**src/hw/rtl/integer_to_text_radix_formatter_top_macros.svh**
```systemverilog
// Assertion macros for the radix formatter
`ifndef INTEGER_TO_TEXT_RADIX_FORMATTER_TOP_MACROS_SVH
`define INTEGER_TO_TEXT_RADIX_FORMATTER_TOP_MACROS_SVH
`ifndef SYNTHESIS
`define ITRF_ASSERT_IMPL(label, a, c) \
	label: assert property (@(posedge clk) disable iff (!arst_n) (a) |-> (c)) \
		else $error("itrf: implication failed");
`define ITRF_ASSERT_NEXT(label, a, c) \
	label: assert property (@(posedge clk) disable iff (!arst_n) (a) |=> (c)) \
		else $error("itrf: next-cycle check failed");
`else
`define ITRF_ASSERT_IMPL(label, a, c)
`define ITRF_ASSERT_NEXT(label, a, c)
`endif
`endif

```
**src/hw/rtl/itrf_pkg.sv**
```systemverilog
`timescale 1ns / 1ps
package itrf_pkg;
	localparam int CHAR_W = 21;
	localparam int CHARS_PER_RESULT = 4;
	localparam int MAX_DIGITS = 64;

	localparam logic [CHAR_W-1:0] CH_ZERO  = 21'd48;
	localparam logic [CHAR_W-1:0] CH_MINUS = 21'd45;
	localparam logic [CHAR_W-1:0] CH_PLUS  = 21'd43;
	localparam logic [CHAR_W-1:0] CH_SPACE = 21'd32;
	localparam logic [CHAR_W-1:0] CH_LC_B  = 21'd98;
	localparam logic [CHAR_W-1:0] CH_LC_O  = 21'd111;
	localparam logic [CHAR_W-1:0] CH_LC_X  = 21'd120;
	localparam logic [CHAR_W-1:0] CH_UC_B  = 21'd66;
	localparam logic [CHAR_W-1:0] CH_UC_O  = 21'd79;
	localparam logic [CHAR_W-1:0] CH_UC_X  = 21'd88;

	typedef enum logic [2:0] {
		CFG_RADIX       = 3'd0,
		CFG_DIGIT_UPPER = 3'd1,
		CFG_PREFIX_MODE = 3'd2,
		CFG_PLUS_MODE   = 3'd3,
		CFG_PAD_DIGITS  = 3'd4,
		CFG_PRECISION   = 3'd5,
		CFG_GROUP_LEN   = 3'd6,
		CFG_GROUP_CHAR  = 3'd7
	} cfg_idx_t;

	typedef enum logic [1:0] {
		PFX_NONE  = 2'd0,
		PFX_LOWER = 2'd1,
		PFX_UPPER = 2'd2,
		PFX_RSVD  = 2'd3
	} prefix_mode_t;

	typedef enum logic [1:0] {
		PLUS_NONE  = 2'd0,
		PLUS_SPACE = 2'd1,
		PLUS_PLUS  = 2'd2,
		PLUS_RSVD  = 2'd3
	} plus_mode_t;

	typedef struct packed {
		logic start;
		logic done;
	} div_ctl_t;

	function automatic logic [CHAR_W-1:0] digit_char(input logic [5:0] d, input logic upper);
		logic [CHAR_W-1:0] base;
		begin
			base = upper ? 21'd55 : 21'd87;
			if (d < 6'd10)
				digit_char = CH_ZERO + {15'd0, d};
			else
				digit_char = base + {15'd0, d};
		end
	endfunction
endpackage

```
**src/hw/rtl/itrf_div.sv**
```systemverilog
`timescale 1ns / 1ps
module itrf_div import itrf_pkg::*; #(
	parameter int VALUE_BITS = 64
) (
	input  logic                  clk,
	input  logic                  arst_n,
	input  div_ctl_t              ctl_in,
	output div_ctl_t              ctl_out,
	input  logic [VALUE_BITS-1:0] dividend,
	input  logic [5:0]            divisor,
	output logic [VALUE_BITS-1:0] quotient,
	output logic [5:0]            remainder
);
	localparam int CNT_W = $clog2(VALUE_BITS + 1);

	logic [VALUE_BITS-1:0] q_q;
	logic [5:0]            rem_q;
	logic [CNT_W-1:0]      cnt_q;
	logic                  busy_q;
	logic                  done_q;
	logic [6:0]            trial;
	logic                  ge;

	assign trial = {rem_q, q_q[VALUE_BITS-1]};
	assign ge    = trial >= {1'b0, divisor};

	always_ff @(posedge clk or negedge arst_n) begin
		if (!arst_n) begin
			busy_q <= 1'b0;
			done_q <= 1'b0;
			cnt_q  <= '0;
		end else begin
			done_q <= 1'b0;
			if (ctl_in.start) begin
				busy_q <= 1'b1;
				cnt_q  <= '0;
			end else if (busy_q) begin
				cnt_q <= cnt_q + 1'b1;
				if (cnt_q == CNT_W'(VALUE_BITS - 1)) begin
					busy_q <= 1'b0;
					done_q <= 1'b1;
				end
			end
		end
	end

	always_ff @(posedge clk) begin
		if (ctl_in.start) begin
			q_q   <= dividend;
			rem_q <= '0;
		end else if (busy_q) begin
			q_q   <= {q_q[VALUE_BITS-2:0], ge};
			rem_q <= ge ? 6'(trial - {1'b0, divisor}) : trial[5:0];
		end
	end

	assign ctl_out.start = busy_q;
	assign ctl_out.done  = done_q;
	assign quotient      = q_q;
	assign remainder     = rem_q;
endmodule

```
**src/hw/rtl/integer_to_text_radix_formatter_top.sv**
```systemverilog
`timescale 1ns / 1ps
// channel  | handshake          | payload
// in       | in_valid/in_stall  | value, is_signed
// out      | out_valid/out_stall| out_char0..3, char_count, last_item
// cfg      | cfg_we             | cfg_index, cfg_data
// One value at a time; in_stall is high from acceptance until the last digit is queued.
// Each digit is the remainder of a division in the bit-serial divider; after the digits
// are generated the group alignment step runs, then each digit is read and emitted,
// along with any sign, prefix or separator characters.
// Reset clears control state and loads the register defaults.
// out_stall holds the character sequencer while an item waits in the output register.
`include "integer_to_text_radix_formatter_top_macros.svh"
module integer_to_text_radix_formatter_top import itrf_pkg::*; #(
	parameter int VALUE_BITS = 64
) (
	input  logic              clk,
	input  logic              arst_n,
	input  logic              cfg_we,
	input  logic [2:0]        cfg_index,
	input  logic [20:0]       cfg_data,
	input  logic              in_valid,
	output logic              in_stall,
	input  logic [63:0]       value,
	input  logic              is_signed,
	output logic              out_valid,
	input  logic              out_stall,
	output logic [CHAR_W-1:0] out_char0,
	output logic [CHAR_W-1:0] out_char1,
	output logic [CHAR_W-1:0] out_char2,
	output logic [CHAR_W-1:0] out_char3,
	output logic [2:0]        char_count,
	output logic              last_item
);
	typedef enum logic [3:0] {
		ST_IDLE, ST_DIV_START, ST_DIV_WAIT, ST_MOD, ST_SIGN, ST_PFX0, ST_PFX1,
		ST_RD, ST_CH, ST_SEP
	} state_t;

	logic [5:0]        radix_q;
	logic              upper_q;
	logic [1:0]        prefix_q;
	logic [1:0]        plus_q;
	logic [6:0]        mind_q;
	logic [6:0]        prec_q;
	logic [6:0]        gsize_q;
	logic [CHAR_W-1:0] gchar_q;

	state_t                state_q;
	logic [VALUE_BITS-1:0] mag_q;
	logic                  neg_q;
	logic [6:0]            n_q;
	logic [6:0]            pos_q;
	logic [6:0]            gcnt_q;
	logic [5:0]            digit_mem [MAX_DIGITS];
	logic [5:0]            rd_q;

	logic [CHAR_W-1:0] buf_q [CHARS_PER_RESULT];
	logic [1:0]        bcnt_q;
	logic              out_valid_q;
	logic [CHAR_W-1:0] oc_q [CHARS_PER_RESULT];
	logic [2:0]        ocnt_q;
	logic              olast_q;

	div_ctl_t              div_in, div_out;
	logic [VALUE_BITS-1:0] quot;
	logic [5:0]            rem;

	logic [5:0]            r_eff;
	logic [6:0]            md_eff;
	logic [6:0]            p_eff;
	logic [6:0]            n_nx;
	logic                  go;
	logic                  sign_on;
	logic                  pfx_on;
	logic [CHAR_W-1:0]     sign_ch;
	logic [CHAR_W-1:0]     pfx_ch;
	logic [CHAR_W-1:0]     dig_ch;
	logic                  zero_low;
	logic                  push;
	logic [CHAR_W-1:0]     push_ch;
	logic                  push_last;
	logic [VALUE_BITS-1:0] v_in;

	itrf_div #(.VALUE_BITS(VALUE_BITS)) u_div (
		.clk       (clk),
		.arst_n    (arst_n),
		.ctl_in    (div_in),
		.ctl_out   (div_out),
		.dividend  (mag_q),
		.divisor   (r_eff),
		.quotient  (quot),
		.remainder (rem)
	);

	assign div_in.start = (state_q == ST_DIV_START);
	assign div_in.done  = 1'b0;

	always_comb begin
		r_eff   = (radix_q < 6'd2) ? 6'd2 : ((radix_q > 6'd36) ? 6'd36 : radix_q);
		md_eff  = (mind_q > 7'd64) ? 7'd64 : mind_q;
		p_eff   = (prec_q > 7'd64) ? 7'd64 : prec_q;
		n_nx    = n_q + 7'd1;
		v_in    = value[VALUE_BITS-1:0];
		go      = !out_valid_q || !out_stall;
		sign_on = neg_q || (plus_q == PLUS_SPACE) || (plus_q == PLUS_PLUS);
		sign_ch = neg_q ? CH_MINUS : ((plus_q == PLUS_SPACE) ? CH_SPACE : CH_PLUS);
		pfx_on  = ((prefix_q == PFX_LOWER) || (prefix_q == PFX_UPPER)) &&
			((r_eff == 6'd2) || (r_eff == 6'd8) || (r_eff == 6'd16));
		case (r_eff)
			6'd2:    pfx_ch = (prefix_q == PFX_UPPER) ? CH_UC_B : CH_LC_B;
			6'd8:    pfx_ch = (prefix_q == PFX_UPPER) ? CH_UC_O : CH_LC_O;
			default: pfx_ch = (prefix_q == PFX_UPPER) ? CH_UC_X : CH_LC_X;
		endcase
		zero_low = (p_eff != 7'd0) && (n_q > p_eff) && (pos_q < (n_q - p_eff));
		dig_ch   = ((pos_q < n_q) && !zero_low) ? digit_char(rd_q, upper_q) : CH_ZERO;
		push      = 1'b0;
		push_ch   = CH_ZERO;
		push_last = 1'b0;
		case (state_q)
			ST_SIGN: begin
				push    = go && sign_on;
				push_ch = sign_ch;
			end
			ST_PFX0: begin
				push    = go && pfx_on;
				push_ch = CH_ZERO;
			end
			ST_PFX1: begin
				push    = go;
				push_ch = pfx_ch;
			end
			ST_CH: begin
				push      = go;
				push_ch   = dig_ch;
				push_last = (pos_q == 7'd0);
			end
			ST_SEP: begin
				push    = go;
				push_ch = gchar_q;
			end
			default: push = 1'b0;
		endcase
	end

	always_ff @(posedge clk or negedge arst_n) begin
		if (!arst_n) begin
			radix_q  <= 6'd10;
			upper_q  <= 1'b0;
			prefix_q <= PFX_NONE;
			plus_q   <= PLUS_NONE;
			mind_q   <= '0;
			prec_q   <= '0;
			gsize_q  <= '0;
			gchar_q  <= 21'd44;
		end else if (cfg_we) begin
			case (cfg_index)
				CFG_RADIX:       radix_q  <= cfg_data[5:0];
				CFG_DIGIT_UPPER: upper_q  <= cfg_data[0];
				CFG_PREFIX_MODE: prefix_q <= cfg_data[1:0];
				CFG_PLUS_MODE:   plus_q   <= cfg_data[1:0];
				CFG_PAD_DIGITS:  mind_q   <= cfg_data[6:0];
				CFG_PRECISION:   prec_q   <= cfg_data[6:0];
				CFG_GROUP_LEN:   gsize_q  <= cfg_data[6:0];
				CFG_GROUP_CHAR:  gchar_q  <= cfg_data;
				default:         gchar_q  <= gchar_q;
			endcase
		end
	end

	always_ff @(posedge clk) begin
		if (state_q == ST_DIV_WAIT && div_out.done)
			digit_mem[n_q[5:0]] <= rem;
		if (state_q == ST_RD)
			rd_q <= digit_mem[6'(pos_q - 7'd1)];
	end

	always_ff @(posedge clk or negedge arst_n) begin
		if (!arst_n) begin
			state_q     <= ST_IDLE;
			mag_q       <= '0;
			neg_q       <= 1'b0;
			n_q         <= '0;
			pos_q       <= '0;
			gcnt_q      <= '0;
			bcnt_q      <= '0;
			out_valid_q <= 1'b0;
			ocnt_q      <= 3'd1;
			olast_q     <= 1'b0;
			for (int j = 0; j < CHARS_PER_RESULT; j++) begin
				buf_q[j] <= '0;
				oc_q[j]  <= '0;
			end
		end else begin
			if (push && (bcnt_q == 2'(CHARS_PER_RESULT - 1) || push_last))
				out_valid_q <= 1'b1;
			else if (out_valid_q && !out_stall)
				out_valid_q <= 1'b0;
			if (push) begin
				if (bcnt_q == 2'(CHARS_PER_RESULT - 1) || push_last) begin
					for (int j = 0; j < CHARS_PER_RESULT; j++)
						oc_q[j] <= (j < int'(bcnt_q)) ? buf_q[j] :
							((j == int'(bcnt_q)) ? push_ch : '0);
					ocnt_q      <= {1'b0, bcnt_q} + 3'd1;
					olast_q     <= push_last;
					bcnt_q      <= '0;
				end else begin
					buf_q[bcnt_q] <= push_ch;
					bcnt_q        <= bcnt_q + 2'd1;
				end
			end
			case (state_q)
				ST_IDLE: begin
					if (in_valid) begin
						neg_q   <= is_signed && v_in[VALUE_BITS-1];
						mag_q   <= (is_signed && v_in[VALUE_BITS-1]) ? -v_in : v_in;
						n_q     <= '0;
						state_q <= ST_DIV_START;
					end
				end
				ST_DIV_START: state_q <= ST_DIV_WAIT;
				ST_DIV_WAIT: begin
					if (div_out.done) begin
						mag_q <= quot;
						n_q   <= n_nx;
						if (quot == '0 || n_nx == 7'(MAX_DIGITS)) begin
							pos_q   <= (md_eff > n_nx) ? md_eff : n_nx;
							gcnt_q  <= (md_eff > n_nx) ? md_eff : n_nx;
							state_q <= ST_MOD;
						end else begin
							state_q <= ST_DIV_START;
						end
					end
				end
				ST_MOD: begin
					if (gsize_q != '0 && gcnt_q >= gsize_q)
						gcnt_q <= gcnt_q - gsize_q;
					else
						state_q <= ST_SIGN;
				end
				ST_SIGN: if (!sign_on || go) state_q <= ST_PFX0;
				ST_PFX0: begin
					if (!pfx_on)
						state_q <= ST_RD;
					else if (go)
						state_q <= ST_PFX1;
				end
				ST_PFX1: if (go) state_q <= ST_RD;
				ST_RD: begin
					pos_q   <= pos_q - 7'd1;
					gcnt_q  <= (gcnt_q == '0) ? gsize_q - 7'd1 : gcnt_q - 7'd1;
					state_q <= ST_CH;
				end
				ST_CH: begin
					if (go) begin
						if (pos_q == '0)
							state_q <= ST_IDLE;
						else if (gsize_q != '0 && gcnt_q == '0)
							state_q <= ST_SEP;
						else
							state_q <= ST_RD;
					end
				end
				ST_SEP: if (go) state_q <= ST_RD;
				default: state_q <= ST_IDLE;
			endcase
		end
	end

	assign in_stall   = (state_q != ST_IDLE);
	assign out_valid  = out_valid_q;
	assign out_char0  = oc_q[0];
	assign out_char1  = oc_q[1];
	assign out_char2  = oc_q[2];
	assign out_char3  = oc_q[3];
	assign char_count = ocnt_q;
	assign last_item  = olast_q;

	`ITRF_ASSERT_IMPL(a_div_done_wait, div_out.done, state_q == ST_DIV_WAIT)
	`ITRF_ASSERT_IMPL(a_div_busy_wait, div_out.start, state_q == ST_DIV_WAIT)
	`ITRF_ASSERT_NEXT(a_rd_then_ch, state_q == ST_RD, state_q == ST_CH)
	`ITRF_ASSERT_IMPL(a_count_range, out_valid_q, ocnt_q != 3'd0 && ocnt_q <= 3'd4)
	`ITRF_ASSERT_IMPL(a_digits_cap, 1'b1, n_q <= 7'd64)
endmodule
```
**config.mk**
```make
export PLATFORM = sky130hd
export DESIGN_NAME = integer_to_text_radix_formatter_top
export DESIGN_NICKNAME = d
export VERILOG_FILES = /design/src/hw/rtl/itrf_pkg.sv /design/src/hw/rtl/itrf_div.sv /design/src/hw/rtl/integer_to_text_radix_formatter_top.sv
export VERILOG_INCLUDE_DIRS = /design/src /design/src/hw/rtl
export SDC_FILE = /design/constraint.sdc
export NUM_CORES = 1
export LEC_CHECK = 0
export ABC_AREA = 1
export BUFFER_PORTS_ARGS = -buffer_cell sky130_fd_sc_hd__buf_2
export CAP_MARGIN = 15
export CELL_PAD_IN_SITES_DETAIL_PLACEMENT = 1
export CELL_PAD_IN_SITES_GLOBAL_PLACEMENT = 1
export CORE_MARGIN = 2
export CORE_UTILIZATION = 40
export DETAILED_ROUTE_END_ITERATION = 12
export HOLD_SLACK_MARGIN = 0.02
export PLACE_DENSITY_LB_ADDON = 0.1
export SLEW_MARGIN = 40
export SYNTH_ARGS = -nofsm -noshare
export SYNTH_HDL_FRONTEND = slang
export SYNTH_SLANG_ARGS = --single-unit
```
**constraint.sdc**
```tcl
create_clock -name clk -period 4.4 [get_ports clk]
set_input_delay 0.44 -clock clk [delete_from_list [all_inputs] [get_ports clk]]
set_output_delay 0.44 -clock clk [all_outputs]
set_load 0.1 [all_outputs]
```
Yosys cells after proc, flatten, opt, wreduce, memory -nomap -nowiden
Memory sizes are Yosys's and may differ from the RTL's. A register that Yosys moved wholly into a read port is not among the register bits.
Index checks and enable logic that the tools add are counted.
W data, S select, Z words.
- register bits: 397
- memories: 1
- RAM bits: 384
- input port bits: 94
- logic and storage cells: 226
- output and inout port bits: 90
- bitwise logic cells: 2
- magnitude comparators: 16
- multiplexer cells: 68
- reductions and logical operators: 57
- add/sub/neg operators: 13
- equality and inequality tests: 38
- memories (memory ; depth ; width ; read ports ; clocked after memory_dff ; wr ports ; line ; RTL):
    digit_mem ; 64 ; 6 ; 1 ; 1 ; 1 ; integer_to_text_radix_formatter_top.sv:54 ; logic [5:0] digit_mem [MAX_DIGITS];
- operator list (operator ; count):
    $mux W64 ; 5
    $mux W21 ; 9
    $pmux W64 S2 ; 1
    $bwmux W84 ; 1
    $mux W7 ; 12
    $pmux W21 S4 ; 1
    $logic_not A64 Y1 ; 1
    $neg A64 Y64 ; 1
    $mux W4 ; 12
    $demux W21 S2 ; 1
    $mux W6 ; 6
    $pmux W4 S9 ; 1
    $pmux W7 S2 ; 2
    $reduce_and A2 Y1 ; 11
    $pmux W7 S3 ; 1
    $sub A7 B1 Y7 const B ; 3
    $eq A4 B3 Y1 const B ; 4
    $add A7 B1 Y7 const B ; 2
    $gt A7 B7 Y1 ; 2
    $gt A7 B7 Y1 const B ; 2
    $logic_not A7 Y1 ; 2
    $lt A7 B7 Y1 ; 2
    $reduce_bool A7 Y1 ; 2
    $sub A7 B7 Y7 ; 2
    other kinds (53) ; 108

Longest topological paths before layout
Gate-level depths: netlist of the first run.
- word-level depth: 11
- gate-level depth with buffers: 25
- depth with buffers taken out: 25

Modules after synthesis
Synthesis of the first run repeated with hierarchy kept, for this count alone.
- cell total of the unflattened synthesis: 3956
- area, all modules: 36978.0 µm²
- modules (own cells, without submodules) (module ; seq. area each (µm²) ; area each (µm²) ; cells an instance ; times used):
    integer_to_text_radix_formatter_top ; 19150.9 ; 33199.3 ; 3537 ; 1
    itrf_div ; 2267.2 ; 3778.6 ; 419 ; 1

Worst setup path before layout of the first run
OpenSTA, ideal clock, no wires.
- path type: register to register
- start: reg prec_q[4]
- end: reg oc_q (netlist bit out_char0[7])
- arrival: 3151 ps
- data required time: 4326 ps
- clock period less this slack: 3225 ps
- path buffers: 0
- library setup time: 74 ps
- cell stages (with the launch flop): 23
- slack: 1175 ps
- path through: dfrtp_1 nor2_1 nand3_1 nand2_1 nand2_1 fa_1 a21oi_1 o21bai_1 nand2_1 nand2_1 a21oi_1 xor2_1 ha_1 nand2_1 inv_1 nand3_1 a21oi_1 nor2_1 nand3_1 nand2_1 o21ai_1 a21boi_0 o21ai_2
- cells in the longest elaborated chain, start to end: 11
- elaborated cells on any way between the ends: 14
- those cells by class: add/sub (1); order compare (3); mux (5); reduce/logical (5)
- RTL lines (what ; line ; RTL):
    from (decl) ; integer_to_text_radix_formatter_top.sv:44 ; logic [6:0] prec_q;
    from (signal assigned) ; integer_to_text_radix_formatter_top.sv:162 ; CFG_PRECISION: prec_q <= cfg_data[6:0];
    $gt A7 B7 Y1 ; integer_to_text_radix_formatter_top.sv:101 ; p_eff = (prec_q > 7'd64) ? 7'd64 : prec_q;
    $mux W7 * ; integer_to_text_radix_formatter_top.sv:101 ;
    $sub A7 B7 Y7, or another cell as far along ; integer_to_text_radix_formatter_top.sv:114 ; zero_low = (p_eff != 7'd0) && (n_q > p_eff) && (pos_q < (n_q - p_eff));
    $lt A7 B7 Y1 / $logic_and A1 B1 Y1 (equally long branches) ; integer_to_text_radix_formatter_top.sv:114 ;
    $logic_and A1 B1 Y1 * ; integer_to_text_radix_formatter_top.sv:114 ;
    $logic_not A1 Y1 * ; integer_to_text_radix_formatter_top.sv:115 ; dig_ch = ((pos_q < n_q) && !zero_low) ? digit_char(rd_q, upper_q) : CH_ZERO;
    $logic_and A1 B1 Y1 * ; integer_to_text_radix_formatter_top.sv:115 ;
    $mux W21 * ; integer_to_text_radix_formatter_top.sv:115 ;
    $pmux W21 S4 * ; integer_to_text_radix_formatter_top.sv:119 ; case (state_q)
    $mux W21 * ; integer_to_text_radix_formatter_top.sv:202 ; ((j == int'(bcnt_q)) ? push_ch : '0);
    $mux W21 * ; integer_to_text_radix_formatter_top.sv:201 ; oc_q[j] <= (j < int'(bcnt_q)) ? buf_q[j] :
    to (signal, indexed assignment) ; integer_to_text_radix_formatter_top.sv:201 ;
    to (decl) ; integer_to_text_radix_formatter_top.sv:60 ; logic [CHAR_W-1:0] oc_q [CHARS_PER_RESULT];
Every way passes the cells marked *; elsewhere a longest branch is shown, timed or not.
A chain may end at the register's enable or synchronous reset.

Worst setup path in the final report of the first run
- start: reg prec_q[2]
- end: reg oc_q (netlist bit out_char2[1])
The elaborated chain is that of the path after synthesis.

==> results of run 1 <==
[per-layer routing]
| metal | track usage | vias to the layer above | share of wire |
|---|---|---|---|
| met2 | 0.411 | 567 | 0.48 |
| met5 | 0 | - | 0.00011 |
| li1 | - | 13800 | - |
| met4 | 0.0627 | 2 | 0.021 |
| met1 | 0.338 | 14600 | 0.46 |
| met3 | 0.0324 | 146 | 0.041 |
[area by class of cell]
class | count | area (um^2) | area share
flip-flops and latches | 766 | 21400 | 0.510
inverters | 247 | 932 | 0.0222
well taps | 1186 | 1480 | 0.0353
repair buffers | 251 | 1610 | 0.0384
clock inverters | 42 | 373 | 0.00887
clock buffers | 121 | 2550 | 0.0607
multi-input cells | 2689 | 13700 | 0.325
[synth_stat cells, types with 11 or more instances]
library cell,number
clkbuf_1,123
buf_1,16
o21ai_1,73
nand2_1,1006
inv_2,20
a21oi_1,79
nor2_1,464
ha_1,54
nand3_1,183
inv_1,225
mux2i_1,50
o21ai_0,273
nor2_2,16
buf_4,13
buf_2,31
xor2_1,29
buf_6,18
edfxtp_1,454
xnor2_1,12
a22oi_1,27
dfrtp_1,300
o32ai_1,47
o21ai_2,17
nor3_1,19
o211ai_1,82
nand4_1,97
nor4_1,21
a21boi_0,11
o221ai_1,53
[cells by family after synthesis]
| family | count (synthesis) |
|---|---|
| muxes | 51 |
| AOI/OAI and AO/OA | 696 |
| and+or+nand+nor | 1844 |
| adders and majority gates | 57 |
| DFF | 766 |
| buffers and inverters | 449 |
| xor gates and xnor gates | 41 |
[state kept, by name, indices dropped and copies added (netlist names), 7 cells and up]
name and cells:
n_q 7, out_char3 21, gchar_q 21, out_char0 21
prec_q 7, gcnt_q 7, gsize_q 7, u_div.quotient 64
out_char2 21, buf_q 63, u_div.cnt_q 7, pos_q 7
mind_q 7, out_char1 21, mag_q 64, digit_mem 384
[power by group through the flow]
stage          Clock, mW  Sequential, mW  Combinational, mW
6_report            7.44            10.3               12.1
5_1_grt             7.88            10.4               13.3
4_1_cts             7.60            10.3               12.1
3_5_place_dp           0            10.4               12.1
3_3_place_gp           0            10.4               11.9
2_1_floorplan          0            11.4               7.04
[path summary, 6_finish.rpt]
path / startpoint / to / cells after the start
max in group asynchronous: arst_n / mag_q[57] / 4
min in group asynchronous: arst_n / buf_q[76] / 2
hold / removal: cfg_data[7] / gchar_q[7] / 2
setup reg to reg: prec_q[2] / out_char2[1] / 22
setup / recovery: prec_q[2] / out_char2[1] / 22
hold reg to reg: out_char3[1] / out_char3[1] / 2
[timing repair]
action                                 CTS  global route
gates resized for setup                  0             2
endpoints found under the hold margin   46             0
setup endpoints to repair                0             6
hold buffers                            17             0
==> results.txt, run 1 <==
The flow ran to the end, and the final reports show no timing, DRC or antenna violations. The global-route wire length before repair is 181000 um. The overall overflow remaining after global route is 0. The final setup TNS came out at 0 ps.

The initial utilization of the core area, before any placement, comes to 0.403. The worst setup path is of the register to register kind. The share of total power dissipated in the clock network is 0.250. The reported leakage power came out at 17.6 nW. For this run, the slowest stage of the critical path takes 430 ps. The post-synthesis mux area share is 0.0139. edfxtp_1 takes more of the synthesized area than any other cell. The fraction of final layout cells with drive strength greater than 1 is 0.115.

By area the synthesized netlist is led by edfxtp_1, dfrtp_1, nand2_1. The area of the core came out at 91700 um^2. The worst-case register-to-register setup slack is 440 ps. The die height is 308 um. The finished layout holds 5302 standard cells, fillers aside.

The cell family contributing the most delay on the critical path is simple AND/OR/NAND/NOR gates. After routing the design area is 42100 um^2. The clock latency at the later pin of the worst-skew pair is 660 ps. Of the post-synthesis cell area, the dominant cell type holds 0.369. The count of H-tree levels built during CTS is 3.

Synthesis handed over a netlist of 3904 instances. The worst hold slack after final layout came out at 43.8 ps. The number of buffers and inverters on the critical path is 1. The number of global-route vias before repair came out at 29800. The count of endpoints failing hold in the final timing report came out at 0. The fraction of synthesized cell area in xor and xnor cells came out at 0.00972.

Synthesis produced a netlist with a net count of 4055. The synthesis warning total is 0. The DRC marker count from the first detailed-route iteration came out at 2048. Once layout is complete, the utilization of the core stands at 0.459. The worst setup path is launched from a register.

The number of buffers on the longest clock path came out at 3. Setup repair after global routing left no endpoint under its margin. The required time of the critical path is 4940 ps.

The library cell used most frequently in the layout, excluding fill and tap cells, is nand2_1. The total standard cell area after synthesis is 36900 um^2. The final route contains 29100 vias. The arrival time at the worst endpoint is 4500 ps.

The overall routed net length came out at 116000 um. From synthesis to final layout, the design area changed by 13.8%. The number of library cell types mapped by synthesis is 59. The number of instances in the placed design came out at 5121.

In this run the power density over the cells is 708 nW/um^2. The worst hold path belongs to the class input port to register. The post-synthesis simple-gate area fraction is 0.208. After detailed routing, the number of remaining DRC violations is 0. The ratio of routed vias to standard cells is 5.49.

The total internal power came out at 17.0 mW. The largest net degree at the start of global routing came out at 113. The fraction of the mapped netlist area in adder cells is 0.0199. In the layout the commonest cells are nand2_1, nor2_1, edfxtp_1.

Among the stages of the critical path, the cell type that occurs most often is nand2_1. The global-route usage over all layers came out at 0.246. The share of the yosys chip area belonging to registers came out at 0.580. The worst path in the final design needs a cycle of 3960 ps, including I/O delays and setup. The reported net switching power came out at 12.8 mW.

The setup violation total in the final timing report is 0. The clock tree from TritonCTS is built. The layout has 10400 filler cells. Across the VDD grid, the largest voltage drop is 0.000492 V. The post-route worst setup slack came out at 439 ps. The root buffer selected by CTS is clkbuf_16. The post-route antenna net violation count came out at 0. The number of antenna repair diodes is 0. The slew at the pin with the worst max-slew slack came out at 957 ps.

For this design the top-level I/O count stands at 184. For this run, the top clock speed supported by timing is 252 MHz. After clock tree synthesis, the clock-pin slew on the worst setup and hold paths is 60 ps. The final clock skew is 22.8 ps. Walking the worst path, the cells encountered are nor2_1, nand3_1, nand2_1, nand2_1, fa_1, a21oi_1, o21bai_1, nand2_1, nand2_1, a21oi_1, xor2_1, ha_1, nand2_1, inv_1, nand2_1, nand3_1, nor2_1, nand3_1, nand3_1, nand3b_1, a21boi_0, o21ai_2. The portion of total power attributed to sequential cells came out at 0.345. The relative max-transition margin came out at 0.359. At the placement stage, the worst setup path has a slack of 256 ps. Summed over all nets, the half-perimeter wirelength after detailed placement is 77000 um. The routability congestion estimate is 0.902.

The share of total power in combinational logic is 0.405. The pre-antenna-repair detailed-routing pass consisted of 5 iterations. The number of clock buffers added by TritonCTS is 88.

The die footprint came out at 94800 um^2. The tree built by TritonCTS fans out to 766 sinks. Max-cap violations in this run came to 0.

The average cell area after synthesis came out at 9.46 um^2. The switching portion of total power came out at 0.429. The standard-cell row count is 111. The final routed wire length divided by cell count is 21.9 um.

The final total power came out at 29.8 mW. In this run the tool buffered the top-level ports with 183 buffer cells. The initial antenna violation count came to 1. The post-synthesis async set-or-reset flop share came out at 0.399. STA classifies the critical path endpoint as a register. The placed instance area is 38900 um^2.

The top fanout value on the critical path came out at 7. The die boundary width came out at 308 um. The predominant post-synthesis flop cell is edfxtp_1.

In this run the post-CTS setup repair buffer count came out at 0. The max-slew violation count came out at 0. The synthesized design contains 454 enable-type register cells. The number of nets in the final layout came out at 4194.

After synthesis, the largest family of logic cells by area is simple AND/OR/NAND/NOR gates. The final period utilization is 0.900. The flip-flop and latch count after synthesis is 766. For this design, the slowest cell found on the critical path is fa_1. The compound-gate portion of the synthesized area came out at 0.116.
Note: power is estimated with default switching activity, not from simulation.
==> run 2: changes to the inputs <==
==> constraint.sdc (replaced) <==
create_clock -name clk -period 4.4 [get_ports clk]
set_input_delay 0.22 -clock clk [delete_from_list [all_inputs] [get_ports clk]]
set_output_delay 0.22 -clock clk [all_outputs]
set_load 0.1 [all_outputs]
==> run 2 against run 1 <==
Against the previous run:
- worst hold slack better by 15 ps
- non-clock buffer count rose by 58
- die area stayed put
- fmax shrank 0.82%
- core utilization increased by 0.53 points
- sequential power is essentially flat
- global-route usage about the same
- largest cell class unchanged
- sequential share of layout area fell by 0.58 points
- cell count increased by 1.1%
- power fell by 0.32%
- register-to-register slack got worse by 30 ps
- design area grew 1.2%
- highest routed layer unchanged
==> results.txt, run 2 (synthesized netlist as in run 1, its figures left out) <==
The number of buffers on the longest clock path came to 3 (unchanged). The detailed-router iteration count before antenna repair came out at 5 (unchanged). The area of the core was 91700 um^2 (unchanged). The die boundary width is 308 um (unchanged).

The total CTS buffers came out at 87 (was 88). The count of H-tree levels built during CTS is 3 (unchanged). The CTS sink count came out at 766 (unchanged). The half-perimeter wire length of the detailed placement result is 76300 um (was 77000 um). The portion of total power attributed to sequential cells is 0.346 (was 0.345).

The number of post-CTS setup repair buffers came out at 0 (unchanged). The DRC marker count from the first detailed-route iteration is 1952 (was 2048). The final routed wire length divided by cell count is 21.7 um (was 21.9 um). The final setup TNS came out at 0 ps (unchanged). The count of buffers inserted at the top-level ports was 183 (unchanged). The relative max-transition margin was 0.434 (was 0.359). The post-route worst setup slack is 407 ps (was 439 ps). The cell depth of the worst flop-to-flop path came to 22 (unchanged). The critical path launch point type is a register (unchanged).

The final clock skew is 34.0 ps (was 22.8 ps). The root buffer selected by CTS is clkbuf_16 (unchanged). The share of total power in combinational logic came out at 0.407 (was 0.405).

The setup violation total in the final timing report is 0 (unchanged). The clock tree from TritonCTS is built (unchanged). The total internal power came out at 16.9 mW (was 17.0 mW).

The number of nets in the final layout came out at 4251 (was 4194). The count of endpoints failing hold in the final timing report is 0 (unchanged). The maximum ir drop on the vdd rail was 0.000399 V (was 0.000492 V).

The reported leakage power is 17.8 nW (was 17.6 nW). The critical setup path kind is register to register (unchanged). The number of top-level design ports came out at 184 (unchanged). The post-route antenna net violation count came to 0 (unchanged).

The max-slew violation count is 0 (unchanged). The top fanout value on the critical path is 7 (unchanged). The number of flip-flops under the largest register name came out at 384 (unchanged). The endpoint class of the critical path is a register (unchanged). The number of violations of the max-capacitance limit is 0 (unchanged). The reg-to-reg critical path endpoint was out_char0[3] (was out_char2[1]). The class of the tightest hold or removal check is input port to asynchronous set/reset pin (was input port to register). The number of vias after detailed routing is 29200 (was 29100). The launching point of the worst reg2reg path is prec_q[2] (unchanged). The worst-case register-to-register setup slack came out at 410 ps (was 440 ps).

The clock latency at the later pin of the worst-skew pair was 670 ps (was 660 ps). The initial antenna violation count came out at 1 (unchanged). Most used cells in the layout excluding fill and tap cells: nand2_1, nor2_1, edfxtp_1 (unchanged).

The die footprint came out at 94800 um^2 (unchanged). The number of antenna repair diodes came to 0 (unchanged). The final critical path time including I/O delays and setup came to 3990 ps (was 3960 ps). The ratio of routed vias to standard cells came out at 5.45 (was 5.49). The cell area power density came out at 698 nW/um^2 (was 708 nW/um^2). The core occupancy in the finished layout was 0.464 (was 0.459).

The clock network fraction of design power came to 0.247 (was 0.250). The overall overflow remaining after global route is 0 (unchanged). The die height came out at 308 um (unchanged). The switching portion of total power came out at 0.432 (was 0.429). The required time of the critical path came out at 4930 ps (was 4940 ps). The fraction of final layout cells with drive strength greater than 1 came out at 0.115 (about the same). The effective utilization at floorplan was 0.403 (unchanged). The routability congestion estimate came out at 0.911 (was 0.902). The maximum clock rate came out at 250 MHz (was 252 MHz). The final period utilization was 0.908 (was 0.900).

The arrival time at the worst endpoint is 4520 ps (was 4500 ps). The residual DRC count came out at 0 (unchanged). The clock transition time at the flip-flop clock pins of the worst setup and hold paths is 60 ps (about the same). The most common cell after layout, fill and taps aside is nand2_1 (unchanged).

The reported net switching power is 12.8 mW (about the same). The global-route usage over all layers is 0.246 (about the same). The slew at the pin with the worst max-slew slack was 849 ps (was 957 ps). The worst slack after detailed placement came out at 406 ps (was 256 ps).

The global-route wire length before repair is 181000 um (about the same). The area growth from synthesis to layout came out at 15.1% (was 13.8%). The largest net degree at the start of global routing is 144 (was 113). The overall routed net length came out at 116000 um (about the same). Status: complete, no violations (unchanged). The standard-cell row count is 111 (unchanged). The number of global-route vias before repair is 29900 (was 29800). RSZ-0062 raised after global routing: no (unchanged).
[run 2: cell types whose count changed in the layout (fill, tap and decap cells not counted), sizes merged]
cell | previous run | this run
clkinvlp | 2 | 7
dlygate4sd3 | 17 | 76
bufinv | 6 | 8
buf | 234 | 233
clkinv | 32 | 40
clkbuf | 121 | 105
[run 2: worst max-delay path by stage]
stage | start | end | slack (ps) | cells past startpoint
2_1_floorplan | prec_q[4] | out_char0[7] | 1180 | 22
3_3_place_gp | prec_q[2] | out_char0[3] | 520 | 22
3_5_place_dp | prec_q[2] | out_char0[7] | 410 | 22
4_1_cts | prec_q[2] | out_char0[3] | 370 | 22
5_1_grt | prec_q[2] | out_char0[3] | 2 | 22
6_report | prec_q[2] | out_char0[3] | 410 | 22
[run 2: layer usage]
metal  wire [um]  track usage  vias up
met5          14            0        -
met4        2800       0.0716        2
met3        4240       0.0288      150
met2       55600        0.411      553
met1       53600        0.337    14600
li1            -            -    13900
[run 2: what timing repair did]
| action | 4_1_cts | 5_1_grt |
|---|---|---|
| hold buffers | 76 | 0 |
| gates resized for setup | 0 | 1 |
| hold endpoints to repair | 190 | 0 |
| setup endpoints to repair | 0 | 1 |
[run 2: critical path, cell delays in order (launching register included)]
cell and delay [ps]:
dfrtp_1 400, nor2_1 150, nand3_1 100, nand2_1 120
nand2_1 120, fa_1 450, a21oi_1 180, o21bai_1 110
nand2_1 70, nand2_1 50, a21oi_1 140, xor2_1 170
ha_1 270, nand2_1 80, inv_1 50, nand2_1 60
nand3_1 70, nor2_1 150, nand3_1 250, nand3_1 150
nand3_1 310, a21boi_0 320, o21ai_2 80
[run 2: final cells by class]
type	instances	area (um^2)
clock buffer	105	2340
clock inverter	57	519
fill	10500	49100
inverter	247	930
multi-input combinational	2689	13700
sequential	766	21400
tap	1186	1480
timing repair buffer	309	2180
[run 2: power groups by stage]
stage          sequential (mW)  combinational (mW)  clock [mW]
4_1_cts                   10.3                12.2        7.49
5_1_grt                   10.4                13.4        7.76
2_1_floorplan             11.4                7.04           0
6_report                  10.3                12.1        7.33
3_5_place_dp              10.4                12.1           0
3_3_place_gp              10.4                11.9           0
[run 2: per-stage QoR]
| stage | instance area (um^2) | instances | hold WS (ps) | power (mW) |
|---|---|---|---|---|
| floorplan | 36900 | 3904 | -75.6 | 18.5 |
| global placement | 38900 | 5120 | 343 | 22.3 |
| detailed placement | 38900 | 5120 | 332 | 22.5 |
| CTS | 42500 | 5358 | 22.8 | 29.9 |
| global route | 42500 | 5359 | 78.7 | 31.5 |
| finish | 42500 | 5359 | 59.3 | 29.7 |
